===== config.mk =====
export PLATFORM = sky130hd
export DESIGN_NAME = route_table_lpm_engine_top
export DESIGN_NICKNAME = d
export VERILOG_FILES = /design/src/hw/rtl/rtle_pkg.sv /design/src/hw/rtl/rtle_ram.sv /design/src/hw/rtl/rtle_core.sv /design/src/hw/rtl/route_table_lpm_engine_top.sv
export SDC_FILE = /design/constraint.sdc
export NUM_CORES = 2
export LEC_CHECK = 0
export ABC_AREA = 1
export ABC_CLOCK_PERIOD_IN_PS = 11000
export BUFFER_PORTS_ARGS = -buffer_cell sky130_fd_sc_hd__buf_2
export CORE_MARGIN = 2
export CORE_UTILIZATION = 40
export DETAILED_ROUTE_END_ITERATION = 12
export PLACE_DENSITY = 0.62
export SYNTH_ARGS = -nofsm -noshare
export SYNTH_HDL_FRONTEND = slang
export SYNTH_SLANG_ARGS = --single-unit

===== constraint.sdc =====
create_clock -name i_clk -period 11 [get_ports i_clk]
set_input_delay 1.1 -clock i_clk [delete_from_list [all_inputs] [get_ports i_clk]]
set_output_delay 1.1 -clock i_clk [all_outputs]
set_load 0.02 [all_outputs]

===== src/hw/rtl/rtle_pkg.sv =====
// ----------------------------------------------------------------------------
// rtle_pkg
// shared types and constants of the route table lpm engine
// ----------------------------------------------------------------------------
package rtle_pkg;

    localparam int TABLE_DEPTH_DEF = 32;
    localparam int MAX_RESULTS     = 32;
    localparam int K_W             = 6;

    localparam logic [2:0] CMD_INSERT  = 3'd0;
    localparam logic [2:0] CMD_LOOKUP  = 3'd1;
    localparam logic [2:0] CMD_DEL_IDX = 3'd2;
    localparam logic [2:0] CMD_DEL_PI  = 3'd3;
    localparam logic [2:0] CMD_DEL_RT  = 3'd4;
    localparam logic [2:0] CMD_CLEAR   = 3'd5;
    localparam logic [2:0] CMD_LIST    = 3'd6;
    localparam logic [2:0] CMD_UNUSED  = 3'd7;

    localparam logic [1:0] ST_OK    = 2'd0;
    localparam logic [1:0] ST_RANGE = 2'd1;
    localparam logic [1:0] ST_FULL  = 2'd2;

    localparam logic [2:0] PROTO_CONN = 3'd0;
    localparam logic [2:0] PROTO_RIP  = 3'd2;

    typedef struct packed {
        logic [31:0] network;
        logic [5:0]  prefix;
        logic [7:0]  distance;
        logic [15:0] metric;
        logic [31:0] next_hop;
        logic [2:0]  protocol;
        logic [3:0]  iface;
    } t_entry;

    typedef struct packed {
        logic        found;
        logic [5:0]  index;
        t_entry      ent;
        logic [1:0]  status;
        logic        rr;
        logic        last;
    } t_result;

    typedef struct packed {
        logic    valid;
        t_result res;
    } t_res_msg;

endpackage


===== src/hw/rtl/rtle_ram.sv =====
// ----------------------------------------------------------------------------
// rtle_ram
// generic single-write, single-read ram with registered read data
// ----------------------------------------------------------------------------
module rtle_ram #(
    parameter int WIDTH = 8,
    parameter int DEPTH = 32
) (
    input  logic                     i_clk,
    input  logic                     i_we,
    input  logic [$clog2(DEPTH)-1:0] i_waddr,
    input  logic [WIDTH-1:0]         i_wdata,
    input  logic                     i_re,
    input  logic [$clog2(DEPTH)-1:0] i_raddr,
    output logic [WIDTH-1:0]         o_rdata
);

    logic [WIDTH-1:0] r_mem [DEPTH];
    logic [WIDTH-1:0] r_rdata;

    always_ff @(posedge i_clk) begin
        if (i_we) begin
            r_mem[i_waddr] <= i_wdata;
        end
        if (i_re) begin
            r_rdata <= r_mem[i_raddr];
        end
    end

    assign o_rdata = r_rdata;

endmodule


===== src/hw/rtl/rtle_core.sv =====
// ----------------------------------------------------------------------------
// rtle_core
// command sequencer: scans the table ram, compacts in place, builds results
// ----------------------------------------------------------------------------
module rtle_core #(
    parameter int TABLE_DEPTH = rtle_pkg::TABLE_DEPTH_DEF
) (
    input  logic                     i_clk,
    input  logic                     i_rst_n,
    input  logic                     i_in_valid,
    output logic                     o_in_ready,
    input  logic [2:0]               i_cmd,
    input  rtle_pkg::t_entry         i_req,
    input  logic [5:0]               i_entry_index,
    input  logic [31:0]              i_dest_addr,
    input  logic                     i_free,
    output rtle_pkg::t_res_msg       o_msg,
    output logic                     o_ram_we,
    output logic [$clog2(TABLE_DEPTH)-1:0] o_ram_waddr,
    output rtle_pkg::t_entry         o_ram_wdata,
    output logic                     o_ram_re,
    output logic [$clog2(TABLE_DEPTH)-1:0] o_ram_raddr,
    input  rtle_pkg::t_entry         i_ram_rdata
);

    localparam int IW = $clog2(TABLE_DEPTH);
    localparam int CW = IW + 1;
    localparam logic [CW-1:0] DEPTH_C = CW'(TABLE_DEPTH);
    localparam logic [rtle_pkg::K_W-1:0] KMAX = rtle_pkg::K_W'(rtle_pkg::MAX_RESULTS);

    typedef enum logic [2:0] {
        S_IDLE = 3'b001,
        S_SCAN = 3'b010,
        S_FIN  = 3'b100
    } t_state;

    t_state                      r_state, n_state;
    logic [2:0]                  r_cmd, n_cmd;
    rtle_pkg::t_entry            r_req, n_req;
    logic [5:0]                  r_idx, n_idx;
    logic [31:0]                 r_dest, n_dest;
    logic [CW-1:0]               r_count, n_count;
    logic [CW-1:0]               r_rd, n_rd;
    logic [CW-1:0]               r_w, n_w;
    logic                        r_dv, n_dv;
    logic [IW-1:0]               r_di, n_di;
    logic                        r_hit, n_hit;
    logic [5:0]                  r_best, n_best;
    rtle_pkg::t_result           r_res, n_res;
    rtle_pkg::t_result           r_pend, n_pend;
    logic                        r_pend_v, n_pend_v;
    logic [rtle_pkg::K_W-1:0]    r_k, n_k;

    rtle_pkg::t_entry  e;
    rtle_pkg::t_result res_none;
    rtle_pkg::t_result res_ent;
    logic [31:0]       mask;
    logic              same_route, lpm_hit, list_hit, del_hit, keep;
    logic              list_new, stall, emit;
    logic [5:0]        pfx_sat;

    always_comb begin
        res_none = '0;
        res_none.status = rtle_pkg::ST_OK;
        res_none.last = 1'b1;
    end

    assign e = i_ram_rdata;
    assign pfx_sat = (i_req.prefix > 6'd32) ? 6'd32 : i_req.prefix;
    assign mask = (e.prefix == 6'd0) ? 32'd0 : (32'hFFFF_FFFF << (6'd32 - e.prefix));

    always_comb begin
        res_ent = '0;
        res_ent.found = 1'b1;
        res_ent.index = 6'(r_di);
        res_ent.ent = e;
        res_ent.status = rtle_pkg::ST_OK;
    end

    assign same_route = (e.network == r_req.network) && (e.prefix == r_req.prefix);
    assign lpm_hit = (r_dest & mask) == (e.network & mask);
    assign list_hit = ((e.protocol == rtle_pkg::PROTO_CONN) ||
                       (e.protocol == rtle_pkg::PROTO_RIP)) && (e.iface == r_req.iface);
    assign del_hit = (e.protocol == r_req.protocol) &&
                     ((r_cmd == rtle_pkg::CMD_DEL_PI) ? (e.iface == r_req.iface) :
                      (same_route && (e.next_hop == r_req.next_hop)));

    assign list_new = (r_state == S_SCAN) && r_dv && (r_cmd == rtle_pkg::CMD_LIST) &&
                      list_hit && (r_k < KMAX);
    assign stall = list_new && r_pend_v && !i_free;
    assign emit  = list_new && r_pend_v && i_free;

    always_comb begin
        n_state = r_state;  n_cmd = r_cmd;    n_req = r_req;    n_idx = r_idx;
        n_dest = r_dest;    n_count = r_count; n_rd = r_rd;     n_w = r_w;
        n_dv = r_dv;        n_di = r_di;      n_hit = r_hit;    n_best = r_best;
        n_res = r_res;      n_pend = r_pend;  n_pend_v = r_pend_v; n_k = r_k;
        keep = 1'b0;
        o_ram_re = 1'b0;
        o_ram_raddr = r_rd[IW-1:0];
        o_ram_we = 1'b0;
        o_ram_waddr = r_w[IW-1:0];
        o_ram_wdata = e;
        o_msg.valid = 1'b0;
        o_msg.res = r_res;

        unique case (r_state)
            S_IDLE: begin
                if (i_in_valid) begin
                    n_cmd = i_cmd;
                    n_req = i_req;
                    n_req.prefix = pfx_sat;
                    n_idx = i_entry_index;
                    n_dest = i_dest_addr;
                    n_rd = '0;
                    n_w = '0;
                    n_dv = 1'b0;
                    n_hit = 1'b0;
                    n_best = '0;
                    n_res = res_none;
                    n_pend_v = 1'b0;
                    n_k = '0;
                    n_state = S_SCAN;
                    priority if (i_cmd == rtle_pkg::CMD_DEL_IDX) begin
                        if ({1'b0, i_entry_index} >= 7'(r_count)) begin
                            n_res.status = rtle_pkg::ST_RANGE;
                            n_state = S_FIN;
                        end
                    end else if (i_cmd == rtle_pkg::CMD_CLEAR) begin
                        n_count = '0;
                        n_state = S_FIN;
                    end else if (i_cmd == rtle_pkg::CMD_UNUSED) begin
                        n_state = S_FIN;
                    end
                end
            end
            S_SCAN: begin
                if (emit) begin
                    o_msg.valid = 1'b1;
                    o_msg.res = r_pend;
                end
                if (!stall) begin
                    if (r_rd < r_count) begin
                        o_ram_re = 1'b1;
                        n_rd = r_rd + 1'b1;
                        n_dv = 1'b1;
                        n_di = r_rd[IW-1:0];
                    end else begin
                        n_dv = 1'b0;
                    end
                    if (r_dv) begin
                        unique case (r_cmd)
                            rtle_pkg::CMD_INSERT: begin
                                if (!r_hit && same_route) begin
                                    if (e.distance > r_req.distance) n_hit = 1'b1;
                                    else n_state = S_FIN;
                                end else begin
                                    keep = 1'b1;
                                end
                            end
                            rtle_pkg::CMD_LOOKUP: begin
                                if (lpm_hit && (!r_hit || (r_best < e.prefix))) begin
                                    n_hit = 1'b1;
                                    n_best = e.prefix;
                                    n_res = res_ent;
                                    n_res.last = 1'b1;
                                end
                            end
                            rtle_pkg::CMD_DEL_IDX: begin
                                if (7'(r_idx) == 7'(r_di)) begin
                                    n_res = res_ent;
                                    n_res.rr = 1'b1;
                                    n_res.last = 1'b1;
                                end else begin
                                    keep = 1'b1;
                                end
                            end
                            rtle_pkg::CMD_DEL_PI, rtle_pkg::CMD_DEL_RT: begin
                                keep = !del_hit;
                            end
                            rtle_pkg::CMD_LIST: begin
                                if (list_new) begin
                                    n_pend = res_ent;
                                    n_pend_v = 1'b1;
                                    n_k = r_k + 1'b1;
                                end
                            end
                            default: begin
                            end
                        endcase
                        if (keep) begin
                            // compaction: slide kept entries down over the holes
                            if (r_w != CW'(r_di)) o_ram_we = 1'b1;
                            n_w = r_w + 1'b1;
                        end
                    end else if (r_rd >= r_count) begin
                        n_state = S_FIN;
                        unique case (r_cmd)
                            rtle_pkg::CMD_INSERT: begin
                                o_ram_wdata = r_req;
                                if (r_hit) begin
                                    o_ram_we = 1'b1;
                                    n_count = r_w + 1'b1;
                                end else if (r_count >= DEPTH_C) begin
                                    n_res.status = rtle_pkg::ST_FULL;
                                end else begin
                                    o_ram_we = 1'b1;
                                    o_ram_waddr = r_count[IW-1:0];
                                    n_count = r_count + 1'b1;
                                end
                            end
                            rtle_pkg::CMD_DEL_IDX, rtle_pkg::CMD_DEL_PI,
                            rtle_pkg::CMD_DEL_RT: begin
                                n_count = r_w;
                            end
                            rtle_pkg::CMD_LIST: begin
                                if (r_pend_v) begin
                                    n_res = r_pend;
                                    n_res.last = 1'b1;
                                end
                            end
                            default: begin
                            end
                        endcase
                    end
                end
            end
            S_FIN: begin
                o_msg.valid = 1'b1;
                if (i_free) n_state = S_IDLE;
            end
            default: n_state = S_IDLE;
        endcase
    end

    assign o_in_ready = (r_state == S_IDLE);

    always_ff @(posedge i_clk) begin
        if (!i_rst_n) begin
            r_state  <= S_IDLE;
            r_count  <= '0;
            r_dv     <= 1'b0;
            r_pend_v <= 1'b0;
        end else begin
            r_state  <= n_state;
            r_count  <= n_count;
            r_dv     <= n_dv;
            r_pend_v <= n_pend_v;
        end
    end

    always_ff @(posedge i_clk) begin
        r_cmd  <= n_cmd;
        r_req  <= n_req;
        r_idx  <= n_idx;
        r_dest <= n_dest;
        r_rd   <= n_rd;
        r_w    <= n_w;
        r_di   <= n_di;
        r_hit  <= n_hit;
        r_best <= n_best;
        r_res  <= n_res;
        r_pend <= n_pend;
        r_k    <= n_k;
    end

endmodule


===== src/hw/rtl/route_table_lpm_engine_top.sv =====
// the engine takes one command at a time
// the scan reads one table entry per cycle through the single ram read port, except while stalled
// list results: one per match, up to MAX_RESULTS; a list scan stalls while the output is held
// reset clears the entry count and control state; table contents are not cleared
// ----------------------------------------------------------------------------
// route_table_lpm_engine_top
// ordered ipv4 route table with longest-prefix-match lookup
// ----------------------------------------------------------------------------
module route_table_lpm_engine_top #(
    parameter int TABLE_DEPTH = rtle_pkg::TABLE_DEPTH_DEF
) (
    input  logic        i_clk,
    input  logic        i_rst_n,
    input  logic        i_in_valid,
    output logic        o_in_ready,
    input  logic [2:0]  i_cmd,
    input  logic [31:0] i_network,
    input  logic [5:0]  i_prefix_len,
    input  logic [7:0]  i_distance,
    input  logic [15:0] i_metric,
    input  logic [31:0] i_next_hop,
    input  logic [2:0]  i_protocol,
    input  logic [3:0]  i_interface_req,
    input  logic [5:0]  i_entry_index,
    input  logic [31:0] i_dest_addr,
    output logic        o_out_valid,
    input  logic        i_out_ready,
    output logic        o_found,
    output logic [5:0]  o_out_index,
    output logic [31:0] o_out_network,
    output logic [5:0]  o_out_prefix,
    output logic [7:0]  o_out_distance,
    output logic [15:0] o_out_metric,
    output logic [31:0] o_out_next_hop,
    output logic [2:0]  o_out_protocol,
    output logic [3:0]  o_out_interface,
    output logic [1:0]  o_status,
    output logic        o_replace_request,
    output logic        o_last
);

    localparam int IW = $clog2(TABLE_DEPTH);

    rtle_pkg::t_entry   req;
    rtle_pkg::t_res_msg msg;
    rtle_pkg::t_result  r_out;
    logic               r_ov;
    logic               free;
    logic               ram_we, ram_re;
    logic [IW-1:0]      ram_waddr, ram_raddr;
    rtle_pkg::t_entry   ram_wdata, ram_rdata;

    always_comb begin
        req.network  = i_network;
        req.prefix   = i_prefix_len;
        req.distance = i_distance;
        req.metric   = i_metric;
        req.next_hop = i_next_hop;
        req.protocol = i_protocol;
        req.iface    = i_interface_req;
    end

    assign free = !r_ov || i_out_ready;

    rtle_core #(.TABLE_DEPTH(TABLE_DEPTH)) u_core (
        .i_clk         (i_clk),
        .i_rst_n       (i_rst_n),
        .i_in_valid    (i_in_valid),
        .o_in_ready    (o_in_ready),
        .i_cmd         (i_cmd),
        .i_req         (req),
        .i_entry_index (i_entry_index),
        .i_dest_addr   (i_dest_addr),
        .i_free        (free),
        .o_msg         (msg),
        .o_ram_we      (ram_we),
        .o_ram_waddr   (ram_waddr),
        .o_ram_wdata   (ram_wdata),
        .o_ram_re      (ram_re),
        .o_ram_raddr   (ram_raddr),
        .i_ram_rdata   (ram_rdata)
    );

    rtle_ram #(.WIDTH($bits(rtle_pkg::t_entry)), .DEPTH(TABLE_DEPTH)) u_table (
        .i_clk   (i_clk),
        .i_we    (ram_we),
        .i_waddr (ram_waddr),
        .i_wdata (ram_wdata),
        .i_re    (ram_re),
        .i_raddr (ram_raddr),
        .o_rdata (ram_rdata)
    );

    // output register, loaded whenever it is empty or being drained
    always_ff @(posedge i_clk) begin
        if (!i_rst_n) begin
            r_ov <= 1'b0;
        end else if (msg.valid && free) begin
            r_ov <= 1'b1;
        end else if (i_out_ready) begin
            r_ov <= 1'b0;
        end
    end

    always_ff @(posedge i_clk) begin
        if (msg.valid && free) begin
            r_out <= msg.res;
        end
    end

    assign o_out_valid       = r_ov;
    assign o_found           = r_out.found;
    assign o_out_index       = r_out.index;
    assign o_out_network     = r_out.ent.network;
    assign o_out_prefix      = r_out.ent.prefix;
    assign o_out_distance    = r_out.ent.distance;
    assign o_out_metric      = r_out.ent.metric;
    assign o_out_next_hop    = r_out.ent.next_hop;
    assign o_out_protocol    = r_out.ent.protocol;
    assign o_out_interface   = r_out.ent.iface;
    assign o_status          = r_out.status;
    assign o_replace_request = r_out.rr;
    assign o_last            = r_out.last;

endmodule


After elaboration in Yosys (flattened, before gate mapping)
Memories as Yosys holds them, arrays and structs flattened. A register that Yosys moved wholly into a read port is not among the register bits.
Cells that the tools add are included.
W data, S select, Z words.
{ "word_totals": {"reg_bits": 514, "mem_count": 1, "elab_cells": 276, "input_bits": 146, "out_inout_bits": 114, "ram_bits": 3232} }
{ "classes": {"n_eq_ne": 53, "order_cmp": 8, "n_mux": 111, "add_sub_neg": 5, "bitwise": 3, "shifts": 1, "n_reduce_logical": 41} }
{ "mem_list": {"columns": ["name", "words", "width", "read_ports", "rd_ports_with_merged_regs", "wr", "line", "rtl"], "rows": [
  ["u_table.r_mem", 32, 101, 1, 1, 1, "rtle_ram.sv:18", "logic [WIDTH-1:0] r_mem [DEPTH];"]
]} }
{ "op_table": {"columns": ["cell", "count"], "rows": [
  ["$mux W112", 8],
  ["$mux W101", 5],
  ["$pmux W112 S2", 2],
  ["$mux W6", 22],
  ["$mux W113", 1],
  ["$mux W108", 1],
  ["$eq A32 B32 Y1", 3],
  ["$pmux W6 S2", 6],
  ["$and A32 B32 Y32", 2],
  ["$mux W3", 12],
  ["$mux W5", 7],
  ["$mux W1", 34],
  ["$mux W32", 1],
  ["$shl A32 B6 Y32 const A", 1],
  ["$add A6 B1 Y6 const B", 4],
  ["$ne A3 B3 Y1 const B", 8],
  ["$ne A2 B2 Y1 const B", 11],
  ["$reduce_and A9 Y1", 2],
  ["$ne A4 B3 Y1 const B", 4],
  ["$eq A3 B2 Y1 const B", 5],
  ["$eq A3 B3 Y1 const B", 5],
  ["$logic_and A1 B1 Y1", 14],
  ["$ge A6 B6 Y1", 2],
  ["$lt A6 B6 Y1", 2],
  ["other kinds (37)", 60]
]} }

Longest topological paths before layout
{ "logic_depth": {"word_depth": 16, "mapped_depth": 21, "depth_no_buf": 19} }

Modules after synthesis
Synthesis repeated with hierarchy kept, for this count alone.
{ "unflattened": {"hier_cells": 12666, "area_unflattened_um2": 155141.3} }
{ "by_module_without_submodules": {"columns": ["mod", "cells_per_inst", "area_each_um2", "seq_area_each_um2", "instances"], "rows": [
  ["rtle_ram", 10651, 132007.9, 100086.0, 1],
  ["rtle_core", 1896, 19718.9, 11871.4, 1],
  ["route_table_lpm_engine_top", 119, 3414.5, 3383.2, 1]
]} }

Least setup slack after synthesis
No wires, ideal clock.
{ "synth_timing": {"kind": "reg2reg", "from": "reg u_core.r_rd[0]", "to": "mem u_table.r_mem[0][0] (netlist bit) (enable)", "synth_period_minus_slack_ns": 8.062, "path_stages_with_launch": 22, "arrival_time_ns": 7.467, "t_required_ns": 10.405, "setup_slack_ns": 2.938, "setup_ns": 0.595, "path_cell_list": "edfxtp_1 buf_4 inv_2 buf_4 buf_4 buf_2 buf_2 ha_1 nor2_1 o21ai_2 nand3_2 inv_2 nand2_1 nand2_1 nand2_1 nand2_1 nand2_1 nand2_2 inv_2 nor2_1 nand2_1 a21oi_1"} }
{ "synth_between": {"elab_chain_cells": 7, "word_cells_on_any_way": 11} }
{ "synth_rtl": {"columns": ["element", "line", "rtl"], "rows": [
  ["from (decl)", "rtle_core.sv:43", "logic [CW-1:0] r_rd, n_rd;"],
  ["from (signal assigned)", "rtle_core.sv:257", "r_rd <= n_rd;"],
  ["$ge A6 B6 Y1 *", "rtle_core.sv:196", "end else if (r_rd >= r_count) begin"],
  ["$mux W1", "rtle_core.sv:196", null],
  ["$mux W1", "rtle_core.sv:151", "if (r_dv) begin"],
  ["$mux W1", "rtle_core.sv:142", "if (!stall) begin"],
  ["$mux W1", "rtle_core.sv:107", "unique case (r_state)"],
  ["$mux W1", "rtle_ram.sv:22", "if (i_we) begin"],
  ["$mux W1 (not written as such)", "rtle_ram.sv:23", "r_mem[i_waddr] <= i_wdata;"],
  ["to (decl)", "rtle_ram.sv:18", null]
]} }
Every way passes the cells marked *; elsewhere a longest branch is shown, timed or not.

Worst setup path after layout
{ "layout_timing": {"from": "reg u_core.r_state[1]", "to": "mem u_table.r_mem[10][70] (netlist bit) (enable)"} }
{ "layout_between": {"elab_chain_cells": 11, "word_cells_on_any_way": 13} }
{ "layout_rtl": {"columns": ["element", "line", "rtl"], "rows": [
  ["from (decl)", "rtle_core.sv:37", "t_state r_state, n_state;"],
  ["from (signal assigned)", "rtle_core.sv:245", "r_state <= n_state;"],
  ["$eq A3 B2 Y1 *", "rtle_core.sv:88, rtle_core.sv:107", null],
  ["$logic_and A1 B1 Y1 (3 in a row)", "rtle_core.sv:88", "assign list_new = (r_state == S_SCAN) && r_dv && (r_cmd == rtle_pkg::CMD_LIST) &&"],
  ["$logic_and A1 B1 Y1", "rtle_core.sv:89", "list_hit && (r_k < KMAX);"],
  ["$logic_and A1 B1 Y1 (2 in a row)", "rtle_core.sv:90", "assign stall = list_new && r_pend_v && !i_free;"],
  ["$mux W1", "rtle_core.sv:142", null],
  ["$mux W1", "rtle_core.sv:107", null],
  ["$mux W1", "rtle_ram.sv:22", null],
  ["$mux W1 (not written as such)", "rtle_ram.sv:23", null]
]} }
Marks and branches as above.

==> impl_metrics.csv <==
group,metric,value,unit
global_route,grt_max_degree,219,
timing,tightest_slew,1.42,ns
power,p_leak,0.0547,uW
placed_design,gp_congestion,0.870,
route,firstDrtPassIters,6,
synth,avgSynthCellArea,13.5,um^2
power,pwr-share-seq,0.507,
route,drc,0,
timing,setup_tns,0,ns
floorplanning,ios,260,
timing,clock_skew,0.126,ns
power,peakVddDrop,0.139,mV
clock_network,cts_buffers,381,
floorplanning,initial_core_util,0.402,
clock_network,tritoncts,"built",
power,pwr-share-clk,0.393,
critical_path,crit_path_end_kind,"flop",
power,internal-power,24400,uW
clock_network,hold_buffers,0,
finish,syn_to_final_growth,12.9,%
placed_design,pre_cts_slack,5.40,ns
min_path,holdPathEnd,"u_core.r_req[11]",
finish,nets,11500,
clock_network,postCtsSetupBuffers,0,
critical_path,critPathRequiredTime,11.48,ns
synth,yosysSeqAreaShare,0.765,
floorplanning,coreArea,375000,um^2
critical_path,worstSetupPathType,"flop to flop",
min_path,hp-start,"i_next_hop[4]",
placed_design,port_buffers,258,
route,drt-total-wl,442000,um
timing,slew_violations,0,
critical_path,worstPathArrival,6.20,ns
timing,setup_viol,0,
placed_design,hpwl,229000,um
synth,ys_warn_count,0,
clock_network,post_cts_resize_count,0,
power,p_comb_frac,0.100,
power,power_switching_share,0.246,
finish,fillers,32800,
floorplanning,die_h,618,um
critical_path,reg2reg_to,"u_table.r_mem[10][70]",
floorplanning,die_w,618,um
power,p_per_area,190,nW/um^2
min_path,hold_path_depth,1,
timing,finalHoldViolCount,0,
global_route,grt_pass1_wl,631000,um
route,ant_nets,0,
route,vias_per_cell,5.82,
critical_path,cp_max_fo,48,
synth,synth_ff_type,"edfxtp_1",
synth,synth_edf_count,3832,
clock_network,clk_path_buf_depth,4,
floorplanning,rows,225,
route,wl_per_cell,26.7,um
timing,fin_crit_sh,0.520,
clock_network,clock-sinks,3844,
critical_path,timing.rr.start,"u_core.r_state[1]",
min_path,worstHoldPathType,"input pin to flop",
clock_network,clk_pin_slew,0.06,ns
global_route,grt_use_total,0.223,
clock_network,worstSkewPairLatency,0.96,ns
power,switching_power,7970,uW
timing,timing.final.crit_period,5.72,ns
synth,synth_seq_cells,3844,
synth,synthArstFlopShare,0,
synth,syn_nets,11300,
floorplanning,die_area,382000,um^2
timing,max_freq,175,MHz
finish,layout-drive-gt1-share,0.103,
synth,ys_types,55,
status,outcome,"finished clean",
placed_design,dp_cells,15900,
critical_path,ff2ff_path_depth,13,
global_route,grt_pass1_vias,88000,
clock_network,cts_max_level,5,
critical_path,rrSetupSlack,5.28,ns
synth,syn-cell-area,151000,um^2
synth,syn_inst,11200,
finish,fin_cells,16600,
timing,rsz0062_at_grt,"false",
clock_network,root_buffer,"clkbuf_16",
job,maxCapViolations,0,
global_route,antenna_found_initial,20,
route,drt_iter0_markers,12700,
global_route,overflow,0,
critical_path,crit_path_start_kind,"flop",
timing,slew_headroom,0.0561,
timing,setup_ws,5.28,ns
route,vias,96500,
Yosys cell counts, types with 4 or more instances:
cell / n / area, um^2
a211oi_1: 14 / 105
a21boi_0: 6 / 45.0
a21boi_1: 10 / 75.1
a21oi_1: 115 / 576
a221oi_1: 24 / 210
a31oi_1: 81 / 507
a32oi_1: 10 / 87.6
a41oi_1: 19 / 166
buf_1: 16 / 60.1
buf_2: 213 / 1070
buf_4: 21 / 158
clkbuf_1: 513 / 1930
dfxtp_1: 12 / 240
edfxtp_1: 3832 / 115000
ha_1: 34 / 425
inv_1: 310 / 1160
inv_2: 13 / 48.8
nand2_1: 740 / 2780
nand2_2: 8 / 50.1
nand3_1: 177 / 886
nand4_1: 44 / 275
nor2_1: 1858 / 6970
nor2_4: 4 / 45.0
nor3_1: 40 / 200
o211ai_1: 40 / 300
o21ai_0: 1860 / 9310
o21ai_1: 93 / 465
o221ai_1: 257 / 2250
o22ai_1: 656 / 4100
xnor2_1: 43 / 377
xor2_1: 59 / 517
power by group through the flow:
stage	combinational [uW]	sequential, uW	clock, uW
6_report	3220	16400	12700
5_1_grt	3500	16400	13400
4_1_cts	3190	16400	12900
3_5_place_dp	3180	16700	0
3_3_place_gp	3160	16700	0
2_1_floorplan	2000	16700	0
logic make-up (layout without fill, tap and decap cells):
family | Yosys count | in the layout | share of synthesized area
AO/OA/AOI/OAI | 3195 | 3195 | 0.121
flip-flops | 3844 | 3844 | 0.765
other | 1 | 5 | 0.0000249
multiplexers | 1 | 1 | 0.0000664
AND/OR/NAND/NOR | 2889 | 2889 | 0.0754
XOR/XNOR | 102 | 102 | 0.00593
buffers and inverters | 1091 | 1509 | 0.0296
adder cells (fa/ha/maj) | 34 | 34 | 0.00282
registers in the layout, indices dropped and copies added, names as in the netlist, 8 cells and up:
| register | cells |
|---|---|
| o_out_next_hop | 32 |
| u_core.r_req | 101 |
| o_out_network | 32 |
| u_core.r_dest | 32 |
| o_out_metric | 16 |
| o_out_distance | 8 |
| u_core.r_res | 110 |
| u_core.r_pend | 106 |
| u_table.r_mem | 3232 |
| u_table.o_rdata | 101 |
worst max path at each step:
| stage | slack, ns | end | from | cells after the start |
|---|---|---|---|---|
| 2_1_floorplan | 2.94 | u_table.r_mem[0][0] | u_core.r_rd[0] | 21 |
| 3_3_place_gp | 5.41 | u_table.r_mem[10][97] | u_core.r_state[1] | 13 |
| 3_5_place_dp | 5.40 | u_table.r_mem[10][70] | u_core.r_state[1] | 13 |
| 4_1_cts | 5.35 | u_table.r_mem[10][98] | u_core.r_state[1] | 13 |
| 5_1_grt | 5.14 | u_table.r_mem[10][98] | u_core.r_state[1] | 13 |
| 6_report | 5.28 | u_table.r_mem[10][70] | u_core.r_state[1] | 13 |
layout by cell type (no fill, tap or decap), drive strengths merged, types with 3 or more instances in the layout:
master and instances:
clkbuf 462, a31oi 81, xor2 59, clkinvlp 15, a21oi 117, dfxtp 12, nor2 1864, a21boi 16
diode 4, nand3 180, clkinv 161, buf 504, nand4 45, a211oi 14, bufinv 35, a32oi 10
o21ai 1954, nor4 3, nor3 42, a41oi 19, o221ai 257, a221oi 24, inv 332, ha 34
edfxtp 3832, o22ai 656, xnor2 43, o2111ai 3, o211ai 40, nand2 748
layout make-up:
cell class / count / area [um^2] / share of cell area
timing repair buffer: 504 / 3550 / 0.0209
antenna: 4 / 10.0 / 0.0000588
clock buffer: 462 / 9990 / 0.0587
tap: 4994 / 6250 / 0.0367
multi-input combinational: 6222 / 31800 / 0.187
clock inverter: 217 / 2020 / 0.0119
sequential: 3844 / 115000 / 0.677
inverter: 326 / 1290 / 0.00760
critical path, cell delays in order, from the launching register on:
cell	delay (ns)
dfxtp_1	0.32
inv_1	0.08
nor3_2	0.04
buf_4	0.22
nand2_4	0.31
buf_4	0.67
nor3_4	0.16
nand3_2	0.16
nand2_1	0.11
nor4_4	0.24
nand2_4	0.56
a21oi_4	0.91
buf_12	0.53
buf_4	0.81
layer usage:
| metal | wire, um | global-route usage | part of all wire |
|---|---|---|---|
| met1 | 179000 | 0.321 | 0.41 |
| met2 | 204000 | 0.354 | 0.46 |
| met3 | 46300 | 0.0335 | 0.10 |
| met4 | 12400 | 0.0613 | 0.028 |
| met5 | 27 | 0 | 0.000061 |
stage by stage:
stage / hold WS (ns) / utilization / cell area, um^2 / power, uW
finish: 0.317 / 0.454 / 170000 / 32400
global route: 0.293 / 0.454 / 170000 / 33300
CTS: 0.263 / 0.453 / 170000 / 32500
detailed placement: 0.433 / 0.421 / 158000 / 19900
global placement: 0.430 / 0.421 / 158000 / 19900
floorplan: 0.426 / - / 151000 / 18700
Note: power is estimated with default switching activity, not from simulation.
